$ cat config.mk
export PLATFORM = sky130hd
export DESIGN_NAME = rdq_ptr
export DESIGN_NICKNAME = d
export VERILOG_FILES = /design/src/rtl/core/rdq_pkg.sv /design/src/rtl/core/rdq_ptr.sv
export SDC_FILE = /design/constraint.sdc
export NUM_CORES = 1
export LEC_CHECK = 0
export ABC_AREA = 1
export BUFFER_PORTS_ARGS = -buffer_cell sky130_fd_sc_hd__buf_4
export CORE_MARGIN = 3
export CORE_UTILIZATION = 40
export CTS_BUF_LIST = sky130_fd_sc_hd__clkbuf_2
export DETAILED_ROUTE_END_ITERATION = 8
export GPL_TIMING_DRIVEN = 0
export PLACE_DENSITY_LB_ADDON = 0.3
export SYNTH_ARGS = -nofsm -noshare
export SYNTH_HDL_FRONTEND = slang
export SYNTH_SLANG_ARGS = --single-unit
$ cat constraint.sdc
create_clock -name clk_i -period 5.2 [get_ports clk_i]
set_clock_uncertainty 0.1 [all_clocks]
set_input_delay 0.52 -clock clk_i [delete_from_list [all_inputs] [get_ports clk_i]]
set_output_delay 0.52 -clock clk_i [all_outputs]
set_load 0.005 [all_outputs]
$ cat src/rtl/core/rdq_pkg.sv
// ----------------------------------------------------------------------------
// rdq_pkg
// types, sizes and codes shared by the reversible deque files
// ----------------------------------------------------------------------------
package rdq_pkg;

  localparam int unsigned DEPTH      = 256;
  localparam int unsigned WORD_WIDTH = 32;
  localparam int unsigned ADDR_W     = $clog2(DEPTH);
  localparam int unsigned CNT_W      = $clog2(DEPTH + 1);

  typedef enum logic [2:0] {
    OP_PUSH_FRONT = 3'd0,
    OP_PUSH_BACK  = 3'd1,
    OP_POP_FRONT  = 3'd2,
    OP_POP_BACK   = 3'd3,
    OP_REVERSE    = 3'd4
  } op_e;

  typedef enum logic [1:0] {
    ST_DONE  = 2'd0,
    ST_EMPTY = 2'd1,
    ST_FULL  = 2'd2
  } status_e;

  typedef struct packed {
    logic [2:0]                   operation;
    logic signed [WORD_WIDTH-1:0] value;
  } rdq_in_t;

  typedef struct packed {
    logic signed [WORD_WIDTH-1:0] popped_word;
    logic [1:0]                   status;
    logic [CNT_W-1:0]             occupancy;
  } rdq_out_t;

  // store access issued for one transaction
  typedef struct packed {
    logic              wr_en;
    logic              rd_en;
    logic [ADDR_W-1:0] addr;
  } rdq_mem_req_t;

  // per-transaction outcome, known at acceptance
  typedef struct packed {
    logic             pop_ok;
    logic [1:0]       status;
    logic [CNT_W-1:0] occupancy;
  } rdq_info_t;

endpackage

$ cat src/rtl/core/rdq_ptr.sv
// ----------------------------------------------------------------------------
// rdq_ptr
// ring pointers, fill count and direction flag; picks the store slot
// ----------------------------------------------------------------------------
module rdq_ptr import rdq_pkg::*; (
  input  logic         clk_i,
  input  logic         rst_ni,
  input  logic         accept_i,
  input  logic [2:0]   op_i,
  output rdq_mem_req_t req_o,
  output rdq_info_t    info_o
);

  localparam logic [ADDR_W-1:0] LAST_SLOT = ADDR_W'(DEPTH - 1);
  localparam logic [CNT_W-1:0]  FULL_CNT  = CNT_W'(DEPTH);
  localparam logic [CNT_W:0]    DEPTH_W   = (CNT_W + 1)'(DEPTH);

  logic [ADDR_W-1:0] first_q, first_d;
  logic [CNT_W-1:0]  count_q, count_d;
  logic              rev_q, rev_d;

  logic              full, empty;
  logic [ADDR_W-1:0] first_dec, first_inc, end_slot, high_slot;
  logic [CNT_W:0]    end_sum;

  assign full  = (count_q == FULL_CNT);
  assign empty = (count_q == '0);

  assign first_dec = (first_q == '0) ? LAST_SLOT : first_q - 1'b1;
  assign first_inc = (first_q == LAST_SLOT) ? '0 : first_q + 1'b1;

  // one past the high end, wrapped by a single compare and subtract
  assign end_sum   = (CNT_W + 1)'(first_q) + (CNT_W + 1)'(count_q);
  assign end_slot  = (end_sum >= DEPTH_W) ? ADDR_W'(end_sum - DEPTH_W) : ADDR_W'(end_sum);
  assign high_slot = (end_slot == '0) ? LAST_SLOT : end_slot - 1'b1;

  always_comb begin
    first_d    = first_q;
    count_d    = count_q;
    rev_d      = rev_q;
    req_o      = '0;
    info_o     = '0;
    unique case (op_i) inside
      OP_PUSH_FRONT, OP_PUSH_BACK: begin
        if (full) begin
          info_o.status = ST_FULL;
        end else begin
          req_o.wr_en = 1'b1;
          count_d     = count_q + 1'b1;
          if ((op_i == OP_PUSH_FRONT) != rev_q) begin
            first_d    = first_dec;
            req_o.addr = first_dec;
          end else begin
            req_o.addr = end_slot;
          end
        end
      end
      OP_POP_FRONT, OP_POP_BACK: begin
        if (empty) begin
          info_o.status = ST_EMPTY;
        end else begin
          req_o.rd_en   = 1'b1;
          info_o.pop_ok = 1'b1;
          count_d       = count_q - 1'b1;
          if ((op_i == OP_POP_FRONT) != rev_q) begin
            first_d    = first_inc;
            req_o.addr = first_q;
          end else begin
            req_o.addr = high_slot;
          end
        end
      end
      OP_REVERSE: rev_d = ~rev_q;
      default: ;
    endcase
    info_o.occupancy = count_d;
    req_o.wr_en      = req_o.wr_en & accept_i;
    req_o.rd_en      = req_o.rd_en & accept_i;
  end

  always_ff @(posedge clk_i or negedge rst_ni) begin
    if (!rst_ni) begin
      first_q <= '0;
      count_q <= '0;
      rev_q   <= 1'b0;
    end else if (accept_i) begin
      first_q <= first_d;
      count_q <= count_d;
      rev_q   <= rev_d;
    end
  end

endmodule

# == Word level (Yosys, flattened, before mapping) ==
# Index checks and enable logic that the tools add are counted.
# totals
ram_bits,0
rom_bits,0
memories,0
word_cells,60
output_inout_bits,22
input_bits,6
latchBits,0
regBits,18
# op_classes
n_lt_le_gt_ge,1
n_shift,0
eq_ne,12
reduce_logical,9
n_bitwise,3
add_sub_neg,7
mux,25
n_div,0
mul,0
# op_table
op,count
$mux 8,11
$pmux 8 s2,2
$mux 9,3
$sub 8x1->8 const B,3
$pmux 9 s2,1
$logic_not 8->1,2
$add 8x9->10,1
$ge 10x9->1 const B,1
$add 9x1->9 const B,1
$eq 9x9->1 const B,1
$logic_not 9->1,1
$sub 9x1->9 const B,1
$add 8x1->8 const B,1
$eq 8x8->1 const B,1
$ne 2x2->1 const B,4
$eq 3x2->1 const B,2
$mux 1,6
$reduce_and 6->1,1
$pmux 2 s2,1
$reduce_or 2->1,2
$eq 3x1->1 const B,1
$eq 3x3->1 const B,1
$logic_not 3->1,1
$and 1x1->1,2
other kinds (5),6

# == Longest topological paths before layout ==
# Gate-level depths: netlist of run 1.
# depth
ltp_word,9
depth_mapped,15
mapped_depth_nobuf,15

# == Least setup slack after synthesis of run 1 ==
# Ideal clock, no wire load.
# synth_timing
path_kind,reg2out
start,register count_q[0]
end,output port req_o[0] (netlist name)
path_slack_ns,2.476
arrival_time_ns,2.104
n_path_buf,0
required_time_ns,4.580
stages_incl_launch_ff,15
path_cell_list,dfrtp_1 -> ha_1 -> inv_1 -> fa_1 -> ha_1 -> inv_1 -> nor2_1 -> nand3_1 -> nor2_1 -> nand3_1 -> nor2_1 -> nor2_1 -> nand2_1 -> nand2_1 -> nand2_1
# synth_lines
item,line_no,rtl
from (decl),rdq_ptr.sv:19,"logic [CNT_W-1:0] count_q, count_d;"
from (signal assigned),rdq_ptr.sv:88,count_q <= count_d;
to (decl),rdq_ptr.sv:10,"output rdq_mem_req_t req_o,"

==> results of run 1 <==
==> Yosys cell counts (2+ instances only) <==
library cell and number:
sky130_fd_sc_hd__dfrtp_1 18, sky130_fd_sc_hd__xnor2_1 5, sky130_fd_sc_hd__nor2_2 6, sky130_fd_sc_hd__inv_1 52, sky130_fd_sc_hd__o21ai_1 11, sky130_fd_sc_hd__a21oi_1 19, sky130_fd_sc_hd__nand2_1 121, sky130_fd_sc_hd__o211ai_1 6
sky130_fd_sc_hd__buf_4 3, sky130_fd_sc_hd__o21ai_0 34, sky130_fd_sc_hd__o31ai_1 2, sky130_fd_sc_hd__inv_2 6, sky130_fd_sc_hd__nor2_4 2, sky130_fd_sc_hd__buf_2 2, sky130_fd_sc_hd__xor2_1 8, sky130_fd_sc_hd__nor2_1 39
sky130_fd_sc_hd__nand4_1 7, sky130_fd_sc_hd__ha_1 13, sky130_fd_sc_hd__o21ai_2 2, sky130_fd_sc_hd__nand3_1 42, sky130_fd_sc_hd__nand2_2 4, sky130_fd_sc_hd__clkbuf_1 4, sky130_fd_sc_hd__nor3_1 3
==> flip-flops by register name (all words and copies together) (netlist names) <==
name,flops
count_q,9
rev_q,1
first_q,8
==> cells by family (layout without fill, tap and decap cells) <==
logic type / count (synthesis) / count (layout) / synth area share [%]
buffers and inverters: 68 / 99 / 11.2
AND/OR/NAND/NOR: 230 / 230 / 41.1
adder cells (fa/ha/maj): 14 / 14 / 7.37
flip-flops: 18 / 18 / 18.2
AO/OA/AOI/OAI: 77 / 77 / 17.0
XOR/XNOR: 14 / 14 / 5.25
==> cell type report <==
class / count / area [µm²]
Timing Repair Buffer: 27 / 205
Buffer: 10 / 58.8
Clock buffer: 3 / 15.0
Inverter: 58 / 218
Tap cell: 75 / 93.8
Clock inverter: 1 / 3.75
Fill cell: 634 / 3160
Multi-Input combinational cell: 335 / 1750
Sequential cell: 18 / 450
==> worst register-to-register path: stages, from the launching register on <==
cell                      delay (ns)
sky130_fd_sc_hd__dfrtp_1        0.54
sky130_fd_sc_hd__inv_1          0.13
sky130_fd_sc_hd__ha_1           0.27
sky130_fd_sc_hd__nand2_4        0.11
sky130_fd_sc_hd__nor2_4         0.05
sky130_fd_sc_hd__nand2_2        0.10
sky130_fd_sc_hd__inv_2          0.06
sky130_fd_sc_hd__nand2_1        0.10
sky130_fd_sc_hd__o21ai_2        0.09
sky130_fd_sc_hd__nor3_4         0.38
sky130_fd_sc_hd__buf_6          0.21
sky130_fd_sc_hd__nand2_1        0.06
sky130_fd_sc_hd__o21ai_1        0.06
==> worst paths after layout <==
kind | start | cells after the start | end | slack [ns]
setup / recovery | count_q[0]$_DFFE_PN0P_ | 15 | req_o[0] | 1.64
hold / removal | accept_i | 3 | count_q[1]$_DFFE_PN0P_ | 0.32
min in group asynchronous | rst_ni | 2 | first_q[6]$_DFFE_PN0P_ | 0.49
max in group asynchronous | rst_ni | 2 | count_q[5]$_DFFE_PN0P_ | 4.30
hold reg to reg | rev_q$_DFFE_PN0P_ | 2 | rev_q$_DFFE_PN0P_ | 0.54
setup reg to reg | count_q[1]$_DFFE_PN0P_ | 12 | first_q[1]$_DFFE_PN0P_ | 2.88
==> through the flow <==
| stage | power, mW | std cells | cell area, µm² | hold WS, ns | worst slack, ns |
|---|---|---|---|---|---|
| 6_report | 1.67 | 527 | 2800 | 0.324 | 1.64 |
| 5_1_grt | 1.87 | 527 | 2800 | 0.327 | 1.39 |
| 4_1_cts | 1.66 | 527 | 2800 | 0.309 | 1.65 |
| 3_5_place_dp | 1.59 | 522 | 2770 | 0.318 | 2.06 |
| 3_3_place_gp | 1.56 | 522 | 2770 | 0.318 | 2.08 |
| 2_1_floorplan | 1.24 | 421 | 2480 | 0.124 | 2.48 |
==> layer usage <==
metal  GRT usage [%]  part of all wire [%]  up-vias
met5               0                     0        -
met3            1.57                   5.9       12
met2            32.7                    45       94
met1            27.4                    47     1266
met4            5.90                   2.0        0
li1                -                     -     1429
==> report_power, final <==
| part | total, mW | leakage (nW) | switching (mW) | internal [mW] |
|---|---|---|---|---|
| sequential | 0.295 | 0.228 | 0.101 | 0.194 |
| combinational | 1.31 | 1.19 | 0.818 | 0.495 |
| clock | 0.0662 | 0.0140 | 0.0494 | 0.0167 |
==> impl_metrics.sql, run 1 <==
INSERT INTO impl_metrics (metric_group, metric, value, unit) VALUES
('global_routing', 'grt_start_max_net_pins', '19', ''),
('sta', 'rsz0062_at_grt', 'no', ''),
('clock_network', 'clock_tree.buffer_depth', '2', ''),
('worst_setup_path', 'worstPathCellList', 'ha_1 > inv_1 > fa_1 > ha_1 > inv_1 > nor2_1 > nand3_1 > nor2_1 > nand3_1 > nor2_1 > nor2_1 > nand2_1 > nand2_1 > nand2_1 > buf_4', ''),
('run', 'maxCapViolCount', '0', ''),
('die', 'core_region_area', '5960', 'µm²'),
('clock_network', 'postCtsSetupBuffers', '0', ''),
('cells_and_area', 'layout-drive-gt1-share', '13.5', '%'),
('worst_setup_path', 'crit_path_max_incr_delay', '0.53', 'ns'),
('yosys', 'synth_fp_nets', '441', ''),
('sta', 'number_of_pins_with_negative_max_slew_slack_in_the_final_report', '0', ''),
('clock_network', 'cts.repair.resized', '0', ''),
('sta', 'max_freq', '281', 'MHz'),
('worst_setup_path', 'critical_path_peak_fanout', '6', ''),
('routing', 'postRouteAntennaNets', '0', ''),
('yosys', 'syn-cell-area', '2480', 'µm²'),
('worst_setup_path', 'critPathBufInv', '3', ''),
('die', 'die_area', '7170', 'µm²'),
('worst_setup_path', 'cp-end-kind', 'output port', ''),
('global_routing', 'global_route.overflow_total', '0', ''),
('clock_network', 'clkSlewWorstSetupHoldPaths', '0.20', 'ns'),
('routing', 'finalWirelength', '7060', 'µm'),
('yosys', 'syn_inst', '421', ''),
('sta', 'final_hold_viol_count', '0', ''),
('yosys', 'netlist_top_cells_area', 'sky130_fd_sc_hd__nand2_1 18%, sky130_fd_sc_hd__dfrtp_1 18%, sky130_fd_sc_hd__nand3_1 8.5%, sky130_fd_sc_hd__inv_1 7.9%, sky130_fd_sc_hd__o21ai_0 6.9%', ''),
('routing', 'wire_per_inst', '13.4', 'µm'),
('placement', 'port_buffers', '26', ''),
('cells_and_area', 'final_net_count', '473', ''),
('power', 'p_leak', '1.44', 'nW'),
('cells_and_area', 'most-common-layout-cells', '121 x sky130_fd_sc_hd__nand2_1, 52 x sky130_fd_sc_hd__inv_1, 42 x sky130_fd_sc_hd__nand3_1', ''),
('sta', 'final.min_clock_period', '3.56', 'ns'),
('hold_path', 'hp-class', 'primary input to flip-flop', ''),
('worst_setup_path', 'worst-endpoint-arrival', '2.94', 'ns'),
('global_routing', 'globalRouteTotalUtil', '19.8', '%'),
('sta', 'timing.final.crit_share', '68.4', '%'),
('placement', 'routabilityCongestion', '0.909', ''),
('worst_setup_path', 'critPathKind', 'flip-flop to output port', ''),
('routing', 'post_route_drc', '0', ''),
('die', 'die_width', '84.7', 'µm'),
('clock_network', 'hold_buffers_post_cts', '1', ''),
('run_status', 'status', 'complete, no violations', ''),
('global_routing', 'grt_antenna_before_repair', '0', ''),
('sta', 'worst_slew_pin_slew', '0.427', 'ns'),
('worst_setup_path', 'worst_setup_path_start_kind', 'flip-flop', ''),
('clock_network', 'h-tree-depth', '1', ''),
('yosys', 'synth-seq-area-share', '18.2', '%'),
('yosys', 'post-synth-top-area-fraction', '18.3', '%'),
('power', 'ir_drop_worst_vdd', '213', 'µV'),
('clock_network', 'numClockSinks', '18', ''),
('routing', 'dr.pass1.iters', '5', ''),
('clock_network', 'cts.root.buffer_cell', 'sky130_fd_sc_hd__clkbuf_2', ''),
('sta', 'timing.setup.tns', '0', 'ns'),
('global_routing', 'grt_pass1_vias', '2582', ''),
('worst_setup_path', 'most_repeated_library_cell_on_the_critical_path', 'sky130_fd_sc_hd__nor2_1', ''),
('die', 'site_row_count', '28', ''),
('routing', 'detailroute.via_count', '2801', ''),
('die', 'chip_height', '84.7', 'µm'),
('clock_network', 'cts-buffers-inserted', '3', ''),
('power', 'power_density', '599', 'nW/µm²'),
('worst_setup_path', 'critical_path_required', '4.58', 'ns'),
('yosys', 'ys_types', '35', ''),
('die', 'boundaryPins', '28', ''),
('global_routing', 'grt_pass1_wl', '11800', 'µm'),
('routing', 'via_count_normalized_by_instance_count', '5.31', ''),
('yosys', 'cell_type_with_the_largest_total_area_after_synthesis', 'sky130_fd_sc_hd__nand2_1', ''),
('yosys', 'synthFlopType', 'sky130_fd_sc_hd__dfrtp_1', ''),
('clock_network', 'cts_tree', 'built', ''),
('die', 'floorplan.initialDensity', '41.6', '%'),
('routing', 'drt-initial-drc-count', '215', ''),
('cells_and_area', 'final_common_cell', 'sky130_fd_sc_hd__nand2_1', ''),
('yosys', 'postSynthAreaPerCell', '5.88', 'µm²');
(Power assumes the default switching activity.)
==> inputs of run 2 (changes only) <==
==> constraint.sdc (replaced) <==
create_clock -name clk_i -period 3.6 [get_ports clk_i]
set_clock_uncertainty 0.1 [all_clocks]
set_input_delay 0.36 -clock clk_i [delete_from_list [all_inputs] [get_ports clk_i]]
set_output_delay 0.36 -clock clk_i [all_outputs]
set_load 0.005 [all_outputs]
==> run 2 against run 1 <==
  * Combinational power is 45% higher
  * Clock power increased by 45%
  * Cell area barely moved
  * Critical path depth stayed put
  * Routed wire length hardly changed
  * Sequential cell count unchanged
  * Largest cell class unchanged
  * First-iteration DRC count grew 0.47%
==> impl_metrics.sql, run 2 (synthesis results as in run 1) <==
INSERT INTO impl_metrics (metric_group, metric, value, unit) VALUES
('worst_setup_path', 'critPathBufInv', '3', ''),
('global_routing', 'global_route.overflow_total', '0', ''),
('global_routing', 'grt_pass1_vias', '2582', ''),
('die', 'core_region_area', '5960', 'µm²'),
('cells_and_area', 'layout-drive-gt1-share', '13.7', '%'),
('sta', 'timing.slew.headroom', '71.3', '%'),
('routing', 'drt-initial-drc-count', '216', ''),
('clock_network', 'h-tree-depth', '1', ''),
('die', 'floorplan.initialDensity', '41.6', '%'),
('sta', 'max_freq', '299', 'MHz'),
('cells_and_area', 'largest-register', 'count_q', ''),
('worst_setup_path', 'critical_path_peak_fanout', '6', ''),
('worst_setup_path', 'worst-endpoint-arrival', '2.88', 'ns'),
('global_routing', 'grt_pass1_wl', '11800', 'µm'),
('routing', 'finalWirelength', '7060', 'µm'),
('clock_network', 'clkSlewWorstSetupHoldPaths', '0.20', 'ns'),
('routing', 'wire_per_inst', '13.4', 'µm'),
('power', 'totalPowerFinal', '2.42', 'mW'),
('power', 'power_density', '865', 'nW/µm²'),
('cells_and_area', 'final_net_count', '473', ''),
('die', 'boundaryPins', '28', ''),
('worst_setup_path', 'cp-end-kind', 'output port', ''),
('cells_and_area', 'synthToLayoutAreaGrowth', '12.9', '%'),
('cells_and_area', 'largest_register_ffs', '9', ''),
('sta', 'timing.setup.tns', '0', 'ns'),
('sta', 'final_hold_viol_count', '0', ''),
('worst_setup_path', 'worstRegToRegCells', '12', ''),
('worst_setup_path', 'crit_family', 'adder cells', ''),
('clock_network', 'clk_latency', '0.32', 'ns'),
('clock_network', 'numClockSinks', '18', ''),
('cells_and_area', 'fill_cells', '634', ''),
('routing', 'dr.pass1.iters', '5', ''),
('sta', 'rsz0062_at_grt', 'no', ''),
('sta', 'number_of_pins_with_negative_max_slew_slack_in_the_final_report', '0', ''),
('run_status', 'status', 'complete, no violations', ''),
('die', 'chip_height', '84.7', 'µm'),
('die', 'die_width', '84.7', 'µm'),
('worst_setup_path', 'r2r_slack', '1.28', 'ns'),
('worst_setup_path', 'crit_path_max_incr_delay', '0.49', 'ns'),
('worst_setup_path', 'most_repeated_library_cell_on_the_critical_path', 'sky130_fd_sc_hd__nor2_1', ''),
('run', 'maxCapViolCount', '0', ''),
('worst_setup_path', 'worstReg2RegEnd', 'first_q[1]$_DFFE_PN0P_', ''),
('clock_network', 'cts.root.buffer_cell', 'sky130_fd_sc_hd__clkbuf_2', ''),
('worst_setup_path', 'worst_setup_path_start_kind', 'flip-flop', ''),
('global_routing', 'globalRouteTotalUtil', '19.8', '%'),
('clock_network', 'cts-buffers-inserted', '3', ''),
('worst_setup_path', 'critical_path.reg2reg.startpoint', 'count_q[1]$_DFFE_PN0P_', ''),
('die', 'site_row_count', '28', ''),
('hold_path', 'hp-class', 'primary input to flip-flop', ''),
('worst_setup_path', 'critPathKind', 'flip-flop to output port', ''),
('hold_path', 'worstHoldStart', 'accept_i', ''),
('power', 'p_leak', '1.44', 'nW'),
('placement', 'port_buffers', '26', ''),
('cells_and_area', 'most-common-layout-cells', '121 x sky130_fd_sc_hd__nand2_1, 52 x sky130_fd_sc_hd__inv_1, 42 x sky130_fd_sc_hd__nand3_1', ''),
('sta', 'setup-violations-final', '0', ''),
('worst_setup_path', 'worst_path_max_delay_cell', 'sky130_fd_sc_hd__dfrtp_2', ''),
('routing', 'post_route_drc', '0', ''),
('routing', 'detailroute.via_count', '2787', ''),
('routing', 'postRouteAntennaNets', '0', ''),
('sta', 'timing.final.crit_share', '92.9', '%'),
('global_routing', 'grt_antenna_before_repair', '0', ''),
('die', 'die_area', '7170', 'µm²'),
('sta', 'final.min_clock_period', '3.34', 'ns'),
('cells_and_area', 'diodes', '0', ''),
('hold_path', 'min_to', 'count_q[1]$_DFFE_PN0P_', ''),
('global_routing', 'grt_start_max_net_pins', '19', ''),
('sta', 'worst_slew_pin_slew', '0.427', 'ns'),
('clock_network', 'cts_tree', 'built', ''),
('hold_path', 'hold-path-cell-count', '3', ''),
('cells_and_area', 'reg.largest.list', 'count_q x9, first_q x8, rev_q x1', ''),
('worst_setup_path', 'worstPathCellList', 'ha_1 > inv_1 > fa_1 > ha_1 > inv_1 > nor2_1 > nand3_1 > nor2_1 > nand3_1 > nor2_1 > nor2_1 > nand2_1 > nand2_1 > nand2_1 > buf_4', ''),
('clock_network', 'postCtsSetupBuffers', '0', ''),
('power', 'ir_drop_worst_vdd', '308', 'µV'),
('cells_and_area', 'final_common_cell', 'sky130_fd_sc_hd__nand2_1', ''),
('placement', 'detailed_place_hpwl', '5620', 'µm'),
('clock_network', 'clock_tree.buffer_depth', '2', ''),
('routing', 'via_count_normalized_by_instance_count', '5.29', ''),
('worst_setup_path', 'critical_path_required', '3.14', 'ns'),
('placement', 'routabilityCongestion', '0.909', '');
[run 2: cell counts in the layout (fill, tap and decap cells not counted)]
No cell type changed its count.
[run 2: layer usage]
metal | vias to the layer above | track usage (%) | wire length (µm)
li1 | 1431 | - | -
met1 | 1255 | 27.4 | 3320
met2 | 89 | 32.7 | 3190
met5 | - | 0 | 0
met4 | 0 | 5.90 | 138
met3 | 12 | 1.57 | 412
[run 2: worst max-delay path by stage]
stage | from | end | slack (ns) | depth (start not counted)
2_1_floorplan | count_q[0]$_DFFE_PN0P_ | req_o[0] | 1.04 | 14
3_3_place_gp | count_q[0]$_DFFE_PN0P_ | req_o[0] | 0.64 | 15
3_5_place_dp | count_q[0]$_DFFE_PN0P_ | req_o[0] | 0.62 | 15
4_1_cts | count_q[0]$_DFFE_PN0P_ | req_o[0] | 0.21 | 15
5_1_grt | count_q[0]$_DFFE_PN0P_ | req_o[3] | 0.003 | 15
6_report | count_q[0]$_DFFE_PN0P_ | req_o[0] | 0.26 | 15
[run 2: area by class of cell]
cell class / count / area (µm²) / area share (%)
Tap cell: 75 / 93.8 / 3.36
Sequential cell: 18 / 452 / 16.2
Multi-Input combinational cell: 335 / 1750 / 62.6
Timing Repair Buffer: 27 / 205 / 7.34
Clock inverter: 1 / 3.75 / 0.134
Clock buffer: 3 / 15.0 / 0.537
Buffer: 10 / 58.8 / 2.10
Inverter: 58 / 218 / 7.79
[run 2: per-stage QoR]
step                util, %  worst slack, ns  instance area, µm²  hold WS [ns]  std cells
CTS                    46.9            0.212                2800         0.149        527
finish                 47.0            0.257                2800         0.169        527
global placement       46.4            0.640                2770         0.158        522
global route           47.0          0.00301                2800         0.167        527
detailed placement     46.4            0.620                2770         0.158        522
floorplan                 -             1.04                2480       -0.0356        421
[run 2: tightest hold or removal path: cells and delay by family]
kind          cells  cell delay, ns
buf+inv           1            0.11
simple gates      2            0.10
[run 2: what timing repair did]
item,4_1_cts,5_1_grt
endpoints found under the setup margin,0,3
hold buffers,1,0
resized for setup,0,1
endpoints found under the hold margin,18,0
[run 2: report_power, final]
group          leakage (nW)  total [mW]  switching (mW)  internal, mW
clock network        0.0140      0.0959          0.0718        0.0242
registers             0.227       0.427           0.146         0.281
logic                  1.19        1.90            1.18         0.715
==> inputs of run 3 (changes only) <==
--- a/config.mk
+++ b/config.mk
@@ -13,6 +13,7 @@
 export DETAILED_ROUTE_END_ITERATION = 8
 export GPL_TIMING_DRIVEN = 0
 export PLACE_DENSITY_LB_ADDON = 0.3
+export RECOVER_POWER = 50
 export SYNTH_ARGS = -nofsm -noshare
 export SYNTH_HDL_FRONTEND = slang
 export SYNTH_SLANG_ARGS = --single-unit
==> run 3 against run 2 <==
  * Maximum frequency is 0.11% lower
  * Cell area shrank 0.89%
  * Final cell count is the same
  * Routed wire length is 0.62% lower
  * Setup slack got worse by 0.0038 ns
  * Combinational power barely moved
  * Highest routed layer unchanged
==> impl_metrics.sql, run 3 (synthesis results as in run 1) <==
INSERT INTO impl_metrics (metric_group, metric, value, unit) VALUES
('placement', 'detailed_place_hpwl', '5620', 'µm'),
('worst_setup_path', 'worst-endpoint-arrival', '2.89', 'ns'),
('clock_network', 'h-tree-depth', '1', ''),
('die', 'floorplan.initialDensity', '41.6', '%'),
('routing', 'detailroute.via_count', '2743', ''),
('sta', 'final.min_clock_period', '3.35', 'ns'),
('routing', 'wire_per_inst', '13.3', 'µm'),
('power', 'ir_drop_worst_vdd', '306', 'µV'),
('worst_setup_path', 'worstRegToRegCells', '9', ''),
('clock_network', 'cts_tree', 'built', ''),
('cells_and_area', 'largest-register', 'count_q', ''),
('clock_network', 'clock_tree.buffer_depth', '2', ''),
('sta', 'worst_slew_pin_slew', '1.11', 'ns'),
('sta', 'max_freq', '299', 'MHz'),
('sta', 'timing.slew.headroom', '26.0', '%'),
('sta', 'timing.final.crit_share', '93.0', '%'),
('die', 'boundaryPins', '28', ''),
('global_routing', 'grt_start_max_net_pins', '19', ''),
('global_routing', 'globalRouteTotalUtil', '19.8', '%'),
('cells_and_area', 'final_net_count', '473', ''),
('worst_setup_path', 'critical_path.reg2reg.startpoint', 'count_q[1]$_DFFE_PN0P_', ''),
('clock_network', 'clk_latency', '0.32', 'ns'),
('sta', 'timing.setup.tns', '0', 'ns'),
('clock_network', 'clkSlewWorstSetupHoldPaths', '0.20', 'ns'),
('worst_setup_path', 'critPathKind', 'flip-flop to output port', ''),
('clock_network', 'numClockSinks', '18', ''),
('run', 'maxCapViolCount', '0', ''),
('sta', 'setup-violations-final', '0', ''),
('routing', 'postRouteAntennaNets', '0', ''),
('sta', 'final_hold_viol_count', '0', ''),
('die', 'site_row_count', '28', ''),
('global_routing', 'grt_antenna_before_repair', '0', ''),
('placement', 'port_buffers', '26', ''),
('worst_setup_path', 'critical_path_peak_fanout', '6', ''),
('die', 'chip_height', '84.7', 'µm'),
('cells_and_area', 'most-common-layout-cells', '123 x sky130_fd_sc_hd__nand2_1, 52 x sky130_fd_sc_hd__inv_1, 42 x sky130_fd_sc_hd__nand3_1', ''),
('worst_setup_path', 'worstReg2RegEnd', 'first_q[2]$_DFFE_PN0P_', ''),
('cells_and_area', 'diodes', '0', ''),
('sta', 'fin_worst_hold_slack', '0.166', 'ns'),
('die', 'core_region_area', '5960', 'µm²'),
('cells_and_area', 'final_common_cell', 'sky130_fd_sc_hd__nand2_1', ''),
('global_routing', 'grt_pass1_wl', '11800', 'µm'),
('cells_and_area', 'layout-drive-gt1-share', '12.6', '%'),
('routing', 'post_route_drc', '0', ''),
('global_routing', 'grt_pass1_vias', '2582', ''),
('clock_network', 'cts.root.buffer_cell', 'sky130_fd_sc_hd__clkbuf_2', ''),
('global_routing', 'global_route.overflow_total', '0', ''),
('power', 'p_leak', '1.42', 'nW'),
('die', 'die_width', '84.7', 'µm'),
('sta', 'number_of_pins_with_negative_max_slew_slack_in_the_final_report', '0', ''),
('worst_setup_path', 'critical_path.startpoint', 'count_q[0]$_DFFE_PN0P_', ''),
('placement', 'routabilityCongestion', '0.909', ''),
('hold_path', 'hp-class', 'primary input to flip-flop', ''),
('worst_setup_path', 'r2r_slack', '1.02', 'ns'),
('routing', 'dr.pass1.iters', '5', ''),
('run_status', 'status', 'complete, no violations', ''),
('cells_and_area', 'fill_cells', '638', ''),
('clock_network', 'cts-buffers-inserted', '3', ''),
('sta', 'rsz0062_at_grt', 'no', ''),
('worst_setup_path', 'crit_path_end', 'req_o[0]', ''),
('routing', 'drt-initial-drc-count', '201', ''),
('power', 'power_density', '863', 'nW/µm²'),
('cells_and_area', 'reg.largest.list', 'count_q x9, first_q x8, rev_q x1', ''),
('routing', 'finalWirelength', '7020', 'µm'),
('routing', 'via_count_normalized_by_instance_count', '5.20', ''),
('worst_setup_path', 'critical_path_required', '3.14', 'ns'),
('cells_and_area', 'synthToLayoutAreaGrowth', '11.9', '%'),
('die', 'die_area', '7170', 'µm²'),
('worst_setup_path', 'cp-end-kind', 'output port', ''),
('worst_setup_path', 'worst_setup_path_start_kind', 'flip-flop', ''),
('cells_and_area', 'largest_register_ffs', '9', '');
==> run 3: worst max-delay path, stage by stage, from the launching register on <==
cell,delay [ns]
sky130_fd_sc_hd__dfrtp_2,0.50
sky130_fd_sc_hd__ha_1,0.24
sky130_fd_sc_hd__inv_1,0.08
sky130_fd_sc_hd__fa_1,0.45
sky130_fd_sc_hd__ha_1,0.24
sky130_fd_sc_hd__inv_1,0.05
sky130_fd_sc_hd__nor2_1,0.05
sky130_fd_sc_hd__nand3_1,0.11
sky130_fd_sc_hd__nor2_1,0.07
sky130_fd_sc_hd__nand3_1,0.09
sky130_fd_sc_hd__nor2_1,0.05
sky130_fd_sc_hd__nor2_1,0.28
sky130_fd_sc_hd__nand2_1,0.09
sky130_fd_sc_hd__nand2_1,0.07
sky130_fd_sc_hd__nand2_1,0.06
sky130_fd_sc_hd__buf_4,0.14
==> run 3: worst min-delay path by stage <==
stage / from / end / slack [ns] / cells past startpoint
after floorplan: rst_ni / count_q[0]$_DFFE_PN0P_ / -0.04 / 0
after global placement: rst_ni / first_q[6]$_DFFE_PN0P_ / 0.16 / 1
after detailed placement: rst_ni / first_q[6]$_DFFE_PN0P_ / 0.16 / 1
after CTS: accept_i / count_q[1]$_DFFE_PN0P_ / 0.15 / 3
after global routing: accept_i / count_q[1]$_DFFE_PN0P_ / 0.17 / 3
final: accept_i / count_q[1]$_DFFE_PN0P_ / 0.17 / 3
==> run 3: final cells by class <==
cell class              count  area, µm²  share of cell area (%)
clock buffers               3       15.0                   0.542
flip-flops and latches     18        452                    16.3
plain buffers              10       58.8                    2.12
multi-input cells         335       1730                    62.4
well taps                  75       93.8                    3.39
clock inverters             1       3.75                   0.135
inverters                  58        218                    7.86
repair buffers             27        201                    7.27
==> run 3: metrics by stage <==
step                      util (%)  total power, mW  setup WS (ns)  cells  instance area (µm²)
after floorplan                  -             1.79           1.04    421                 2480
final                         46.5             2.39          0.253    527                 2770
after global placement        46.4             2.26          0.640    522                 2770
after CTS                     46.9             2.40          0.212    527                 2800
after global routing          46.5             2.69        0.00301    527                 2770
after detailed placement      46.4             2.29          0.620    522                 2770
==> run 3: repair_timing <==
action,CTS,global route
gates resized for setup,0,1
setup buffers,0,0
setup endpoints to repair,0,3
hold buffers,1,0
hold endpoints to repair,18,0
==> run 3: per-layer routing <==
metal | share of wire, % | vias up | wire [µm] | GRT usage (%)
met4 | 1.8 | 0 | 125 | 5.90
li1 | - | 1422 | - | -
met2 | 45 | 75 | 3190 | 32.7
met3 | 5.2 | 10 | 368 | 1.57
met5 | 0 | - | 0 | 0
met1 | 48 | 1236 | 3340 | 27.4
==> run 3: where the power goes <==
group	switching (mW)	internal [mW]	leakage, nW	total (mW)
logic	1.16	0.708	1.18	1.87
clock network	0.0711	0.0242	0.0140	0.0952
registers	0.144	0.281	0.227	0.425
total	1.38	1.01	1.42	2.39
